`config.mk`:
```
export PLATFORM = sky130hd
export DESIGN_NAME = acs_fifo
export DESIGN_NICKNAME = d
export VERILOG_FILES = /design/src/rtl/antialiased_shape_color_fill_core_defines.svh /design/src/rtl/acs_fifo.sv
export SDC_FILE = /design/constraint.sdc
export NUM_CORES = 1
export LEC_CHECK = 0
export BUFFER_PORTS_ARGS = -buffer_cell sky130_fd_sc_hd__buf_4
export CAP_MARGIN = 20
export CORE_ASPECT_RATIO = 1.25
export CORE_UTILIZATION = 30
export DETAILED_ROUTE_END_ITERATION = 10
export HOLD_SLACK_MARGIN = 0.08
export RECOVER_POWER = 50
export SLEW_MARGIN = 40
export SYNTH_ARGS = -nofsm -noshare
export SYNTH_HDL_FRONTEND = slang
export SYNTH_SLANG_ARGS = --single-unit
```
`constraint.sdc`:
```
create_clock -name i_clk -period 2.3 [get_ports i_clk]
set_clock_uncertainty 0.1 [all_clocks]
set_input_delay 0.69 -clock i_clk [delete_from_list [all_inputs] [get_ports i_clk]]
set_output_delay 0.69 -clock i_clk [all_outputs]
set_load 0.005 [all_outputs]
```
`src/rtl/antialiased_shape_color_fill_core_defines.svh`:
```
// assertion macros for the antialiased shape color fill core
// expects i_clk and i_rst_n in the scope of use
`ifndef ANTIALIASED_SHAPE_COLOR_FILL_CORE_DEFINES_SVH
`define ANTIALIASED_SHAPE_COLOR_FILL_CORE_DEFINES_SVH

// same-cycle implication
`define ACS_ASSERT_IMP(lbl, ante, cons) \
    lbl: assert property (@(posedge i_clk) disable iff (!i_rst_n) (ante) |-> (cons)) \
        else $error("acs assertion failed");

// next-cycle implication
`define ACS_ASSERT_NXT(lbl, ante, cons) \
    lbl: assert property (@(posedge i_clk) disable iff (!i_rst_n) (ante) |=> (cons)) \
        else $error("acs assertion failed");

`endif

```
`src/rtl/acs_fifo.sv`:
```
// small register queue with combinational head
// no dependencies
module acs_fifo #(
    parameter int WIDTH = 8,
    parameter int DEPTH = 4
) (
    input  logic             i_clk,
    input  logic             i_rst_n,
    input  logic             i_push,
    input  logic [WIDTH-1:0] i_wdata,
    input  logic             i_pop,
    output logic [WIDTH-1:0] o_rdata,
    output logic             o_full,
    output logic             o_empty
);
    localparam int AW = (DEPTH > 1) ? $clog2(DEPTH) : 1;
    localparam int CW = $clog2(DEPTH + 1);

    logic [WIDTH-1:0] r_mem [DEPTH];
    logic [AW-1:0]    r_wr, n_wr, r_rd, n_rd;
    logic [CW-1:0]    r_cnt, n_cnt;
    logic             do_push, do_pop;

    assign o_full  = (r_cnt == CW'(DEPTH));
    assign o_empty = (r_cnt == '0);
    assign do_push = i_push && !o_full;
    assign do_pop  = i_pop && !o_empty;
    assign o_rdata = r_mem[r_rd];

    always_comb begin
        n_wr  = r_wr;
        n_rd  = r_rd;
        n_cnt = r_cnt;
        if (do_push) begin
            n_wr = (r_wr == AW'(DEPTH - 1)) ? '0 : r_wr + 1'b1;
        end
        if (do_pop) begin
            n_rd = (r_rd == AW'(DEPTH - 1)) ? '0 : r_rd + 1'b1;
        end
        if (do_push && !do_pop) begin
            n_cnt = r_cnt + 1'b1;
        end else if (do_pop && !do_push) begin
            n_cnt = r_cnt - 1'b1;
        end
    end

    always_ff @(posedge i_clk) begin
        if (!i_rst_n) begin
            r_wr  <= '0;
            r_rd  <= '0;
            r_cnt <= '0;
        end else begin
            r_wr  <= n_wr;
            r_rd  <= n_rd;
            r_cnt <= n_cnt;
        end
    end

    always_ff @(posedge i_clk) begin
        if (do_push) begin
            r_mem[r_wr] <= i_wdata;
        end
    end
endmodule

```
* After elaboration in Yosys (flattened, before gate mapping)
Memories as Yosys holds them, arrays and structs flattened. A register that Yosys moved wholly into a read port is not among the register bits.
Index checks and enable logic that the tools add are counted.
** Cells by class
- Add/sub/neg operators :: 4
- Reduce and logical (&&, ||, !) cells :: 10
- Muxes and demuxes :: 8
- Equality and inequality tests :: 3
** Operators by type and width (number)
- $mux W2 :: 4
- $mux W3 :: 2
- $add A2 B1 Y2 const B :: 2
- $eq A2 B2 Y1 const B :: 2
- $logic_and A1 B1 Y1 :: 4
- $logic_not A1 Y1 :: 4
- $add A3 B1 Y3 const B :: 1
- $eq A3 B3 Y1 const B :: 1
- $logic_not A3 Y1 :: 1
- $sub A3 B1 Y3 const B :: 1
- $mux W1 :: 2
- $reduce_bool A2 Y1 :: 1
** Storage, ports and cells
- Flip-flop bits (word level) :: 7
- Bits in writable memories :: 32
- Memories :: 1
** Memory list
- r_mem :: words 4, bits a word 8, read ports 1, clocked after Yosys merged registers in 1, wr ports 1, line acs_fifo.sv:19 : logic [WIDTH-1:0] r_mem [DEPTH];

* Logic depth before layout (Yosys ltp)
Gate-level depths: netlist of the first run.
- Word-level depth :: 7
- Depth in mapped cells :: 9

* Least setup slack after synthesis of the first run
Ideal clock, no wire load.
- Kind :: input to register
- From :: input port i_push
- To :: register r_cnt[2]
- Data arrival time :: 2114 ps
- Path buffers :: 1
- Setup slack :: 11 ps
- Stages :: 8
- Required time :: 2124 ps
- Cell sequence :: nor2b_1 -> buf_2 -> ha_1 -> inv_1 -> fa_1 -> xor2_1 -> or3_1 -> a21boi_0
** Between the ends
- Longest elaborated chain between the ends :: 4
- Elaborated cells between the ends (all ways) :: 6
- Those cells by class :: mux: 1; reduce/logical: 5
** Ends and longest elaborated chain
- start, declared :: line acs_fifo.sv:9 : input logic i_push,
- $logic_and A1 B1 Y1 * :: line acs_fifo.sv:26 : assign do_push = i_push && !o_full;
- via do_push :: line acs_fifo.sv:22 : logic do_push, do_pop;
- $logic_not A1 Y1 :: line acs_fifo.sv:42 : end else if (do_pop && !do_push) begin
- $logic_and A1 B1 Y1 :: line acs_fifo.sv:42
- $reduce_bool A2 Y1 (no line)
- end signal, assigned :: line acs_fifo.sv:55 : r_cnt <= n_cnt;
- end, declared :: line acs_fifo.sv:21 : logic [CW-1:0] r_cnt, n_cnt;
The timed path passes the listed nets; every way through them passes the cells marked *.
A chain may end at the register's enable or synchronous reset.

==> results.tsv, run 1 <==
stage	metric	value	unit
sta	setup_slack	0.0809	ns
sta	rsz0062_at_grt	no	
yosys	synthDistinctLibCells	23	
die	die_h	84.4	microns
run_status	status	complete, no violations	
sta	max_slew.worst_pin.slew	0.662	ns
power	pwr_density_cell	1070	nW/um^2
finish	nets	140	
power	leakagePower	0.687	nW
routing	wl_per_cell	14.2	microns
die	io_pins	22	
clock_tree	post_cts_buffers	0	
die	initial_utilization	31.6	%
place	place_congestion	0.664	
finish	antenna_cells	0	
finish	area_growth	21.2	%
routing	postRouteAntennaNets	0	
grt	gr-max-usage-layer	met2	
sta	max_freq	0.451	GHz
routing	route.detailed.drc	0	
die	num_rows	29	
die	die_x	67.9	microns
die	core-area	5150	sq um
yosys	yosys_most_used_dff	edfxtp_1	
yosys	yosysWarningCount	0	
routing	drtPass1Iterations	4	
setup_path	start_kind	register	
routing	drt_iter0_drc	18	
yosys	synth_async_sr_flop_share	0	%
grt	met1_usage	11.1	%
hold_path	holdCritPathClass	register to register	
yosys	syn_nets	112	
routing	via_per_inst	4.63	
sta	finalCriticalPeriod	2.22	ns
setup_path	cp_slowest_cell	mux4_2	
grt	globalRouteTotalUtil	10.2	%
die	dieArea	5740	sq um
setup_path	path_cells	buf_8 > mux4_2 > buf_4	
clock_tree	clk_latency	0.29	ns
finish	drive_above_1_share	28.7	%
yosys	seq_area_frac_synth	70.0	%
yosys	synth_cells	93	
sta	post-route-period-util	96.5	%
grt	use_met2	17.2	%
grt	grt_max_degree	14	
clock_tree	cts_root_buffer	clkbuf_8	
clock_tree	cts_tree	done	
grt	grt_pass1_wl	4.13	mm
sta	finalSetupViolations	0	
yosys	synth_edf_count	32	
grt	grt-ovfl-total	0	
yosys	ys_ff_latch	41	
clock_tree	clkSlewWorstSetupHoldPaths	0.07	ns
grt	antenna_found_initial	0	
setup_path	endpoint_kind	output pin	
clock_tree	cts_buffers	5	
place	hpwlAfterDp	1.85	mm
clock_tree	cts_buffer_depth	2	
sta	drv_slew	0	
place	pre_cts_ws	-0.167	ns
setup_path	required	1.51	ns
job	cap_violations	0	
place	io_buffers	21	
yosys	syn_area_per_cell	17.5	sq um
setup_path	crit_fanout	8	
setup_path	cp.arrival	1.43	ns
clock_tree	htreeDepth	2	
grt	grt_pass1_vias	878	
yosys	syn_area	1630	sq um
setup_path	path_class	register to output pin	
finish	finish.utilization	38.3	%
clock_tree	clock_sinks	41	
sta	hold_viol	0	
sta	max_slew_margin	55.8	%
grt	use_met3	3.80	%
routing	wirelength	2.61	mm
setup_path	max_stage_delay	0.51	ns
clock_tree	postCtsHoldBufs	0	
power	ir_drop	0.000431	V
routing	via_count	851	
[worst paths after layout]
path,from,end,slack (ns),cells past startpoint
min,r_wr[1]$_SDFFE_PN0P_,r_wr[1]$_SDFFE_PN0P_,0.41,2
max reg2reg,r_cnt[2]$_SDFFE_PN0P_,r_cnt[2]$_SDFFE_PN0P_,0.13,8
min reg2reg,r_wr[1]$_SDFFE_PN0P_,r_wr[1]$_SDFFE_PN0P_,0.41,2
max,register,o_rdata[5],0.08,3
[Yosys cell counts (all sizes together) (2+ instances only)]
| library cell | count | area [sq um] |
|---|---|---|
| mux4 | 8 | 180 |
| nor2b | 2 | 12.5 |
| inv | 3 | 11.3 |
| edfxtp | 32 | 961 |
| nand2 | 6 | 22.5 |
| mux2i | 3 | 30.0 |
| nor2 | 2 | 7.51 |
| ha | 6 | 75.1 |
| buf | 3 | 13.8 |
| o21ai | 3 | 15.0 |
| and2 | 5 | 31.3 |
| nand3 | 2 | 10.0 |
| dfxtp | 9 | 180 |
[routing by layer]
metal	share of wire, %	routed length, microns
met1	42	1090
met2	51	1340
met3	5.1	132
met4	2.0	51
met5	0	0
[state kept, by name (all words and copies together) (netlist names), named ones only]
name / flops
r_rd: 2
r_wr: 2
r_cnt: 3
r_mem: 32
[cell type report]
type	instances	area [sq um]
flip-flops and latches	41	1140
clock buffers	5	68.8
repair buffers	25	158
fillers	499	3180
inverters	3	11.3
well taps	62	77.6
multi-input cells	45	474
clock inverters	3	41.3
[cell usage in the layout, fill, tap and decap left out, drive strengths merged]
cell      netlist  routed
nand2           6       6
nand3           2       2
o21ai           3       3
xor2            1       1
bufinv          0       1
clkinvlp        0       1
o31ai           1       1
nor3            1       1
clkbuf          1      15
dfxtp           9       9
buf             3      15
nor3b           1       1
nor2b           2       2
edfxtp         32      32
a21boi          1       1
nor2            2       2
mux4            8       8
ha              6       6
xnor2           1       1
and2            5       5
fa              1       1
or3             1       1
clkinv          0       1
inv             3       3
mux2i           3       3
[worst max-delay path: cells and delay by family (launching register included)]
kind     cells  cell delay, ns
mux          1            0.51
flops        1            0.33
buf+inv      2            0.29
[kinds of logic after synthesis]
logic type | count (synthesis) | synth area share, %
AOI/OAI and AO/OA | 5 | 1.84
adders and majority gates | 7 | 5.83
and+or+nand+nor | 20 | 6.60
muxes | 11 | 12.9
DFF | 41 | 70.0
buffers and inverters | 7 | 1.76
xor gates and xnor gates | 2 | 1.07
[stage by stage]
stage / total power, mW / TNS (ns) / cells / hold WS (ns) / area (sq um)
2_1_floorplan: 1.32 / 0 / 93 / 0.368 / 1630
4_1_cts: 2.14 / 0 / 184 / 0.414 / 2000
3_5_place_dp: 1.56 / -0.167 / 176 / 0.404 / 1880
6_report: 2.11 / 0 / 184 / 0.413 / 1980
5_1_grt: 2.24 / 0 / 184 / 0.426 / 1980
3_3_place_gp: 1.53 / 0 / 176 / 0.377 / 1880
[power breakdown]
part           switching [mW]  internal [mW]  total, mW  leakage (nW)
Clock                   0.240          0.319      0.560        0.0518
Combinational           0.230          0.322      0.552         0.267
Sequential             0.0814          0.917      0.998         0.368
Total                   0.551           1.56       2.11         0.687
[timing repair]
item / in CTS / in global routing
endpoints found under the setup margin: 2 / 7
hold endpoints to repair: 0 / 0
resized for setup: 2 / 5
Power figures use the tool's default switching activity.
==> inputs of run 2 (changes only) <==
--- a/config.mk
+++ b/config.mk
@@ -5,6 +5,7 @@
 export SDC_FILE = /design/constraint.sdc
 export NUM_CORES = 1
 export LEC_CHECK = 0
+export ABC_AREA = 1
 export BUFFER_PORTS_ARGS = -buffer_cell sky130_fd_sc_hd__buf_4
 export CAP_MARGIN = 20
 export CORE_ASPECT_RATIO = 1.25
==> run 2 against run 1 <==
  * Die area is 3.7% higher
  * Sequential power shrank 0.5%
  * Final area increased by 2.4%
  * Count of clock-buffer cells in the layout rose by 1
  * Critical endpoint is now o_rdata[2]
  * Highest routed layer unchanged
==> results.tsv, run 2 <==
stage	metric	value	unit	change
die	core-area	5440	sq um	was 5150 sq um
run_status	status	complete, no violations		unchanged
yosys	synth_cells	148		was 93
finish	area_growth	19.5	%	was 21.2%
setup_path	critical_path_depth	4		was 3
power	pwr-share-comb	31.7	%	was 26.2%
sta	finalSetupViolations	0		unchanged
sta	max_freq	0.471	GHz	was 0.451 GHz
finish	multiInputGateArea	455	sq um	was 474 sq um
finish	largest_register	r_mem		unchanged
routing	drtPass1Iterations	4		unchanged
yosys	synth.most_common_cell	nor2_1		was edfxtp_1
sta	finalCriticalPeriod	2.12	ns	was 2.22 ns
clock_tree	clkSlewWorstSetupHoldPaths	0.07	ns	about the same
setup_path	crit_family	flip-flops		was multiplexers
power	power.internal	1.56	mW	about the same
hold_path	holdPathEnd	r_cnt[0]$_SDFFE_PN0P_		was r_wr[1]$_SDFFE_PN0P_
setup_path	path_cells	inv_2 > o21ai_0 > o22ai_1 > buf_4		was buf_8 > mux4_2 > buf_4
setup_path	start_kind	register		unchanged
place	place_congestion	0.760		was 0.664
setup_path	endpoint_kind	output pin		unchanged
setup_path	timing.rr.end	r_cnt[1]$_SDFFE_PN0P_		was r_cnt[2]$_SDFFE_PN0P_
setup_path	reg2reg_depth	9		was 8
sta	max_slew.worst_pin.slew	0.504	ns	was 0.662 ns
hold_path	whs_path_depth	2		unchanged
job	cap_violations	0		unchanged
routing	wirelength	2.78	mm	was 2.61 mm
yosys	synth_mux_area_share	0	%	was 12.9%
clock_tree	cts_buffer_depth	2		unchanged
sta	fin_hold_ws	0.412	ns	was 0.413 ns
yosys	synth_commonest_cells	nor2_1 (33), edfxtp_1 (32), inv_1 (18)		was edfxtp_1 (32), dfxtp_1 (9), mux4_2 (8)
die	die_h	86.0	microns	was 84.4 microns
grt	grt_pass1_vias	1119		was 878
die	io_pins	22		unchanged
yosys	synthSimpleGateAreaFrac	11.9	%	was 6.60%
power	p_sw_share	30.6	%	was 26.1%
clock_tree	cts_buffers	5		unchanged
power	ir_drop	0.000517	V	was 0.000431 V
clock_tree	clock_sinks	41		unchanged
yosys	yosys.area_share.adder	5.62	%	was 5.83%
sta	tns	0	ns	unchanged
yosys	synth_edf_count	32		unchanged
finish	register_area	1140	sq um	about the same
yosys	synthDistinctLibCells	18		was 23
sta	post-route-period-util	92.2	%	was 96.5%
yosys	seq_area_frac_synth	67.4	%	was 70.0%
routing	via_count	1060		was 851
power	power.switching	689	uW	was 551 uW
setup_path	r2r_setup_slack	0.33	ns	was 0.13 ns
yosys	ys_ff_latch	41		unchanged
yosys	synth_compound_area_share	9.53	%	was 1.84%
setup_path	cp.arrival	1.33	ns	was 1.43 ns
yosys	synth_top_family_by_area	simple AND/OR/NAND/NOR gates		was multiplexers
yosys	yosysTopAreaCell	edfxtp_1		unchanged
power	pwr_density_cell	1110	nW/um^2	was 1070 nW/um^2
yosys	syn_area_per_cell	11.4	sq um	was 17.5 sq um
finish	nets	199		was 140
die	dieArea	5950	sq um	was 5740 sq um
finish	reg.largest.list	r_mem: 32 flops, r_cnt: 3 flops		unchanged
power	leakagePower	0.801	nW	was 0.687 nW
yosys	ys_top_cells_by_area	edfxtp_1 (57%), dfxtp_1 (11%), nor2_1 (7.3%)		was edfxtp_1 (59%), dfxtp_1 (11%), mux4_2 (11%)
routing	postRouteAntennaNets	0		unchanged
setup_path	path_buf_inv	2		unchanged
sta	rsz0062_at_grt	no		unchanged
routing	wl_per_cell	11.4	microns	was 14.2 microns
power	power.share.clock	24.1	%	was 26.5%
die	die_x	69.2	microns	was 67.9 microns
grt	grt_max_degree	17		was 14
yosys	synth_async_sr_flop_share	0	%	unchanged
finish	drive_above_1_share	16.0	%	was 28.7%
setup_path	rr_startpoint	r_cnt[1]$_SDFFE_PN0P_		was r_cnt[2]$_SDFFE_PN0P_
setup_path	max_stage_delay	0.52	ns	was 0.51 ns
sta	drv_slew	0		unchanged
hold_path	holdCritPathClass	register to register		unchanged
finish	antenna_cells	0		unchanged
setup_path	path_class	register to output pin		unchanged
grt	globalRouteTotalUtil	10.2	%	about the same
routing	drt_iter0_drc	36		was 18
clock_tree	cts_tree	done		unchanged
setup_path	crit_fanout	9		was 8
yosys	yosys_most_used_dff	edfxtp_1		unchanged
clock_tree	clk_latency	0.28	ns	was 0.29 ns
yosys	synth_xor_area_share	0	%	was 1.07%
sta	max_slew_margin	66.4	%	was 55.8%
finish	final_common_cell	nor2_1		was edfxtp_1
setup_path	cp_slowest_cell	dfxtp_1		was mux4_2
clock_tree	htreeDepth	2		unchanged
sta	hold_viol	0		unchanged
place	io_buffers	21		unchanged
grt	grt-ovfl-total	0		unchanged
setup_path	required	1.51	ns	about the same
yosys	syn_area	1690	sq um	was 1630 sq um
finish	largest_reg_flops	32		unchanged
yosys	yosysWarningCount	0		unchanged
finish	final_cell_mix	nor2_1 (33), edfxtp_1 (32), buf_4 (18)		was edfxtp_1 (32), buf_4 (14), clkbuf_1 (10)
routing	via_per_inst	4.33		was 4.63
yosys	synth_top_cell_area_share	56.8	%	was 58.9%
power	seq_power_share	44.1	%	was 47.3%
yosys	syn_nets	167		was 112
die	initial_utilization	31.1	%	was 31.6%
routing	route.detailed.drc	0		unchanged
finish	fillers	528		was 499
finish	finish.utilization	37.2	%	was 38.3%
clock_tree	postCtsHoldBufs	0		unchanged
hold_path	hold_path.startpoint	r_cnt[0]$_SDFFE_PN0P_		was r_wr[1]$_SDFFE_PN0P_
grt	antenna_found_initial	0		unchanged
place	hpwlAfterDp	1.91	mm	was 1.85 mm
clock_tree	cts_root_buffer	clkbuf_8		unchanged
die	num_rows	30		was 29
grt	grt_pass1_wl	4.83	mm	was 4.13 mm
-- run 2: cell count changes in the layout (fill, tap and decap cells not counted), moves of 3 or more --
cell / previous run / this run
o21ai_0: 3 / 14
inv_1: 3 / 17
mux4_2: 8 / 0
dfxtp_1: 6 / 9
o21ai_2: 0 / 3
nand2_1: 6 / 15
o22ai_1: 0 / 8
dfxtp_2: 3 / 0
buf_4: 14 / 18
and2_1: 3 / 0
nor2_1: 2 / 33
mux2i_1: 3 / 0
-- run 2: power by group through the flow --
stage / Clock [mW] / Combinational [mW] / Sequential (mW)
3_3_place_gp: 0 / 0.724 / 1.01
2_1_floorplan: 0 / 0.451 / 0.995
3_5_place_dp: 0 / 0.736 / 1.01
4_1_cts: 0.554 / 0.738 / 0.995
5_1_grt: 0.585 / 0.829 / 1.01
6_report: 0.543 / 0.714 / 0.993
-- run 2: through the flow --
stage	area [sq um]	setup slack [ns]	std cells	power (mW)
3_5_place_dp	1950	0.187	237	1.75
2_1_floorplan	1690	0.392	148	1.45
6_report	2020	0.179	245	2.25
5_1_grt	2020	0.0761	245	2.42
3_3_place_gp	1950	0.216	237	1.74
4_1_cts	2060	0.0335	245	2.29
-- run 2: cell type report --
| type | instances | area share [%] |
|---|---|---|
| Inverter | 19 | 3.53 |
| Clock buffer | 6 | 3.59 |
| Timing Repair Buffer | 27 | 8.35 |
| Sequential cell | 41 | 56.4 |
| Tap cell | 64 | 3.96 |
| Multi-Input combinational cell | 86 | 22.5 |
| Clock inverter | 2 | 1.67 |
-- run 2: worst min-delay path: cells and delay by family (launching register included) --
family / cells / cell delay [ns]
buffers and inverters: 1 / 0.07
AO/OA/AOI/OAI: 1 / 0.06
flip-flops: 1 / 0.34
-- run 2: cell families after synthesis --
kind of cell,Yosys count
DFF,41
adders and majority gates,7
AOI/OAI and AO/OA,28
and+or+nand+nor,51
buffers and inverters,21
-- run 2: repair_timing --
| action | CTS | global route |
|---|---|---|
| setup endpoints to repair | 0 | 4 |
| setup buffers | 0 | 0 |
| gates resized for setup | 0 | 1 |
-- run 2: per-layer routing --
| metal | wire length [microns] | part of all wire [%] | global-route usage [%] | vias up |
|---|---|---|---|---|
| li1 | - | - | - | 565 |
| met1 | 1220 | 44 | 10.8 | 474 |
| met2 | 1430 | 52 | 19.4 | 19 |
| met3 | 115 | 4.1 | 3.17 | 2 |
| met4 | 13 | 0.47 | 2.78 | 0 |
| met5 | 0 | 0 | 0 | - |
-- run 2: worst max path at each step --
stage / startpoint / endpoint / slack, ns
floorplan: i_push / r_cnt[1]$_SDFFE_PN0P_ / 0.39
global placement: i_push / r_cnt[1]$_SDFFE_PN0P_ / 0.22
detailed placement: i_push / r_cnt[1]$_SDFFE_PN0P_ / 0.19
CTS: register / o_rdata[2] / 0.03
global route: register / o_rdata[7] / 0.08
finish: register / o_rdata[2] / 0.18
==> inputs of run 3 (changes only) <==
--- a/config.mk
+++ b/config.mk
@@ -9,11 +9,11 @@
 export BUFFER_PORTS_ARGS = -buffer_cell sky130_fd_sc_hd__buf_4
 export CAP_MARGIN = 20
 export CORE_ASPECT_RATIO = 1.25
+export CORE_MARGIN = 2
 export CORE_UTILIZATION = 30
 export DETAILED_ROUTE_END_ITERATION = 10
 export HOLD_SLACK_MARGIN = 0.08
-export RECOVER_POWER = 50
-export SLEW_MARGIN = 40
+export RECOVER_POWER = 100
 export SYNTH_ARGS = -nofsm -noshare
 export SYNTH_HDL_FRONTEND = slang
 export SYNTH_SLANG_ARGS = --single-unit
==> run 3 against run 2 <==
  * Wire length rose by 2.1%
  * Sequential share of layout area rose by 0.56 points
  * Critical endpoint unchanged
  * Combinational power fell by 3.6%
  * Die area rose by 5.3%
  * Non-clock buffer count fell by 1
  * Via count rose by 2.2%
  * Global-route usage fell by 0.30 points
  * Highest routed layer unchanged
  * Register-to-register slack got worse by 0.04 ns
  * Largest power group unchanged
==> results.tsv, run 3 (synthesis results as in run 2) <==
stage	metric	value	unit	change
setup_path	start_kind	register		unchanged
finish	area_growth	18.5	%	was 19.5%
sta	hold_viol	0		unchanged
routing	via_per_inst	4.44		was 4.33
routing	postRouteAntennaNets	0		unchanged
place	io_buffers	21		unchanged
setup_path	crit_fanout	9		unchanged
grt	grt_pass1_wl	4.65	mm	was 4.83 mm
clock_tree	clock_sinks	41		unchanged
routing	wl_per_cell	11.6	microns	was 11.4 microns
sta	drv_slew	0		unchanged
routing	drtPass1Iterations	4		unchanged
finish	multiInputGateArea	455	sq um	unchanged
power	pwr_density_cell	1120	nW/um^2	was 1110 nW/um^2
die	die_x	71.2	microns	was 69.2 microns
job	cap_violations	0		unchanged
hold_path	holdCritPathClass	register to register		unchanged
setup_path	rr_startpoint	r_cnt[1]$_SDFFE_PN0P_		unchanged
grt	grt-ovfl-total	0		unchanged
sta	setup_slack	0.135	ns	was 0.179 ns
hold_path	hold_path.startpoint	r_cnt[0]$_SDFFE_PN0P_		unchanged
setup_path	path_class	register to output pin		unchanged
sta	finalCriticalPeriod	2.17	ns	was 2.12 ns
power	leakagePower	0.782	nW	was 0.801 nW
setup_path	endpoint_kind	output pin		unchanged
die	initial_utilization	31.1	%	unchanged
finish	largest_reg_flops	32		unchanged
sta	rsz0062_at_grt	no		unchanged
die	num_rows	30		unchanged
sta	max_slew_margin	62.6	%	was 66.4%
sta	max_slew.worst_pin.slew	0.561	ns	was 0.504 ns
clock_tree	cts_buffer_depth	2		unchanged
place	place_area	1950	sq um	about the same
grt	globalRouteTotalUtil	9.90	%	was 10.2%
finish	drive_above_1_share	14.4	%	was 16.0%
sta	post-route-period-util	94.1	%	was 92.2%
run_status	status	complete, no violations		unchanged
routing	via_count	1083		was 1060
clock_tree	clk_latency	0.28	ns	about the same
die	core-area	5440	sq um	unchanged
die	dieArea	6260	sq um	was 5950 sq um
power	ir_drop	0.000964	V	was 0.000517 V
setup_path	reg2reg_depth	9		unchanged
setup_path	cp.arrival	1.38	ns	was 1.33 ns
finish	fillers	543		was 528
hold_path	whs_path_depth	2		unchanged
finish	nets	198		was 199
setup_path	required	1.51	ns	about the same
finish	finish.utilization	36.9	%	was 37.2%
clock_tree	postCtsHoldBufs	0		unchanged
die	die_h	88.0	microns	was 86.0 microns
routing	route.detailed.drc	0		unchanged
place	pre_cts_ws	0.176	ns	was 0.187 ns
sta	max_freq	0.462	GHz	was 0.471 GHz
clock_tree	cts_tree	done		unchanged
clock_tree	clkSlewWorstSetupHoldPaths	0.07	ns	about the same
grt	antenna_found_initial	0		unchanged
place	place_congestion	0.719		was 0.760
grt	grt_max_degree	17		unchanged
finish	register_area	1140	sq um	about the same
clock_tree	htreeDepth	2		unchanged
finish	reg.largest.list	r_mem: 32 flops, r_cnt: 3 flops		unchanged
sta	tns	0	ns	unchanged
finish	antenna_cells	0		unchanged
routing	wirelength	2.84	mm	was 2.78 mm
die	io_pins	22		unchanged
setup_path	r2r_setup_slack	0.29	ns	was 0.33 ns
finish	final_common_cell	nor2_1		unchanged
grt	grt_pass1_vias	997		was 1119
routing	drt_iter0_drc	61		was 36
place	hpwlAfterDp	1.94	mm	was 1.91 mm
finish	largest_register	r_mem		unchanged
finish	final_cell_mix	nor2_1 (33), edfxtp_1 (32), inv_1 (17)		was nor2_1 (33), edfxtp_1 (32), buf_4 (18)
sta	finalSetupViolations	0		unchanged
hold_path	holdPathEnd	r_cnt[0]$_SDFFE_PN0P_		unchanged
clock_tree	cts_buffers	5		unchanged
clock_tree	cts_root_buffer	clkbuf_8		unchanged
setup_path	timing.rr.end	r_cnt[1]$_SDFFE_PN0P_		unchanged
finish	fin_area	2010	sq um	was 2020 sq um
[run 3: cell count changes in the layout (fill, tap and decap cells not counted)]
cell / delta
dfxtp_1: -1
buf_4: -11
dfxtp_2: +1
clkbuf_4: +7
clkbuf_1: +3
[run 3: power by group]
group / switching, mW / internal [mW]
Sequential: 0.0805 / 0.923
Clock: 0.228 / 0.320
Combinational: 0.388 / 0.301
Total: 0.696 / 1.54
[run 3: worst max path at each step]
stage              from                     to  slack [ns]  cells past startpoint
5_1_grt        register             o_rdata[7]        0.05                      4
2_1_floorplan    i_push  r_cnt[1]$_SDFFE_PN0P_        0.39                      7
6_report       register             o_rdata[2]        0.13                      3
4_1_cts        register             o_rdata[4]        0.02                      4
3_3_place_gp     i_push  r_cnt[1]$_SDFFE_PN0P_        0.20                      8
3_5_place_dp     i_push  r_cnt[1]$_SDFFE_PN0P_        0.18                      8
[run 3: layout make-up]
| class | count | share of cell area (%) |
|---|---|---|
| Sequential cell | 41 | 57.0 |
| Clock buffer | 6 | 3.62 |
| Inverter | 19 | 3.56 |
| Timing Repair Buffer | 26 | 7.49 |
| Multi-Input combinational cell | 86 | 22.7 |
| Tap cell | 64 | 3.99 |
| Clock inverter | 2 | 1.68 |
[run 3: critical path, cell delays in order (launching register included)]
cell and delay (ns):
dfxtp_1 0.52, o21ai_0 0.15, o22ai_1 0.24, clkbuf_4 0.18
[run 3: layer usage]
metal | track usage, % | wire [microns] | vias up
met5 | 0 | 0 | -
met4 | 3.60 | 39 | 0
met3 | 3.80 | 137 | 6
met2 | 16.8 | 1410 | 18
met1 | 11.4 | 1260 | 495
li1 | - | - | 564
[run 3: repair_timing]
item,CTS,global route
setup endpoints to repair,0,5
setup buffers,0,0
gates resized for setup,0,2
[run 3: stage by stage]
stage / hold WS (ns) / total power [mW] / std cells
after floorplan: 0.380 / 1.45 / 148
after global placement: 0.412 / 1.73 / 236
after detailed placement: 0.414 / 1.74 / 236
after CTS: 0.426 / 2.29 / 244
after global routing: 0.460 / 2.40 / 244
final: 0.420 / 2.24 / 244
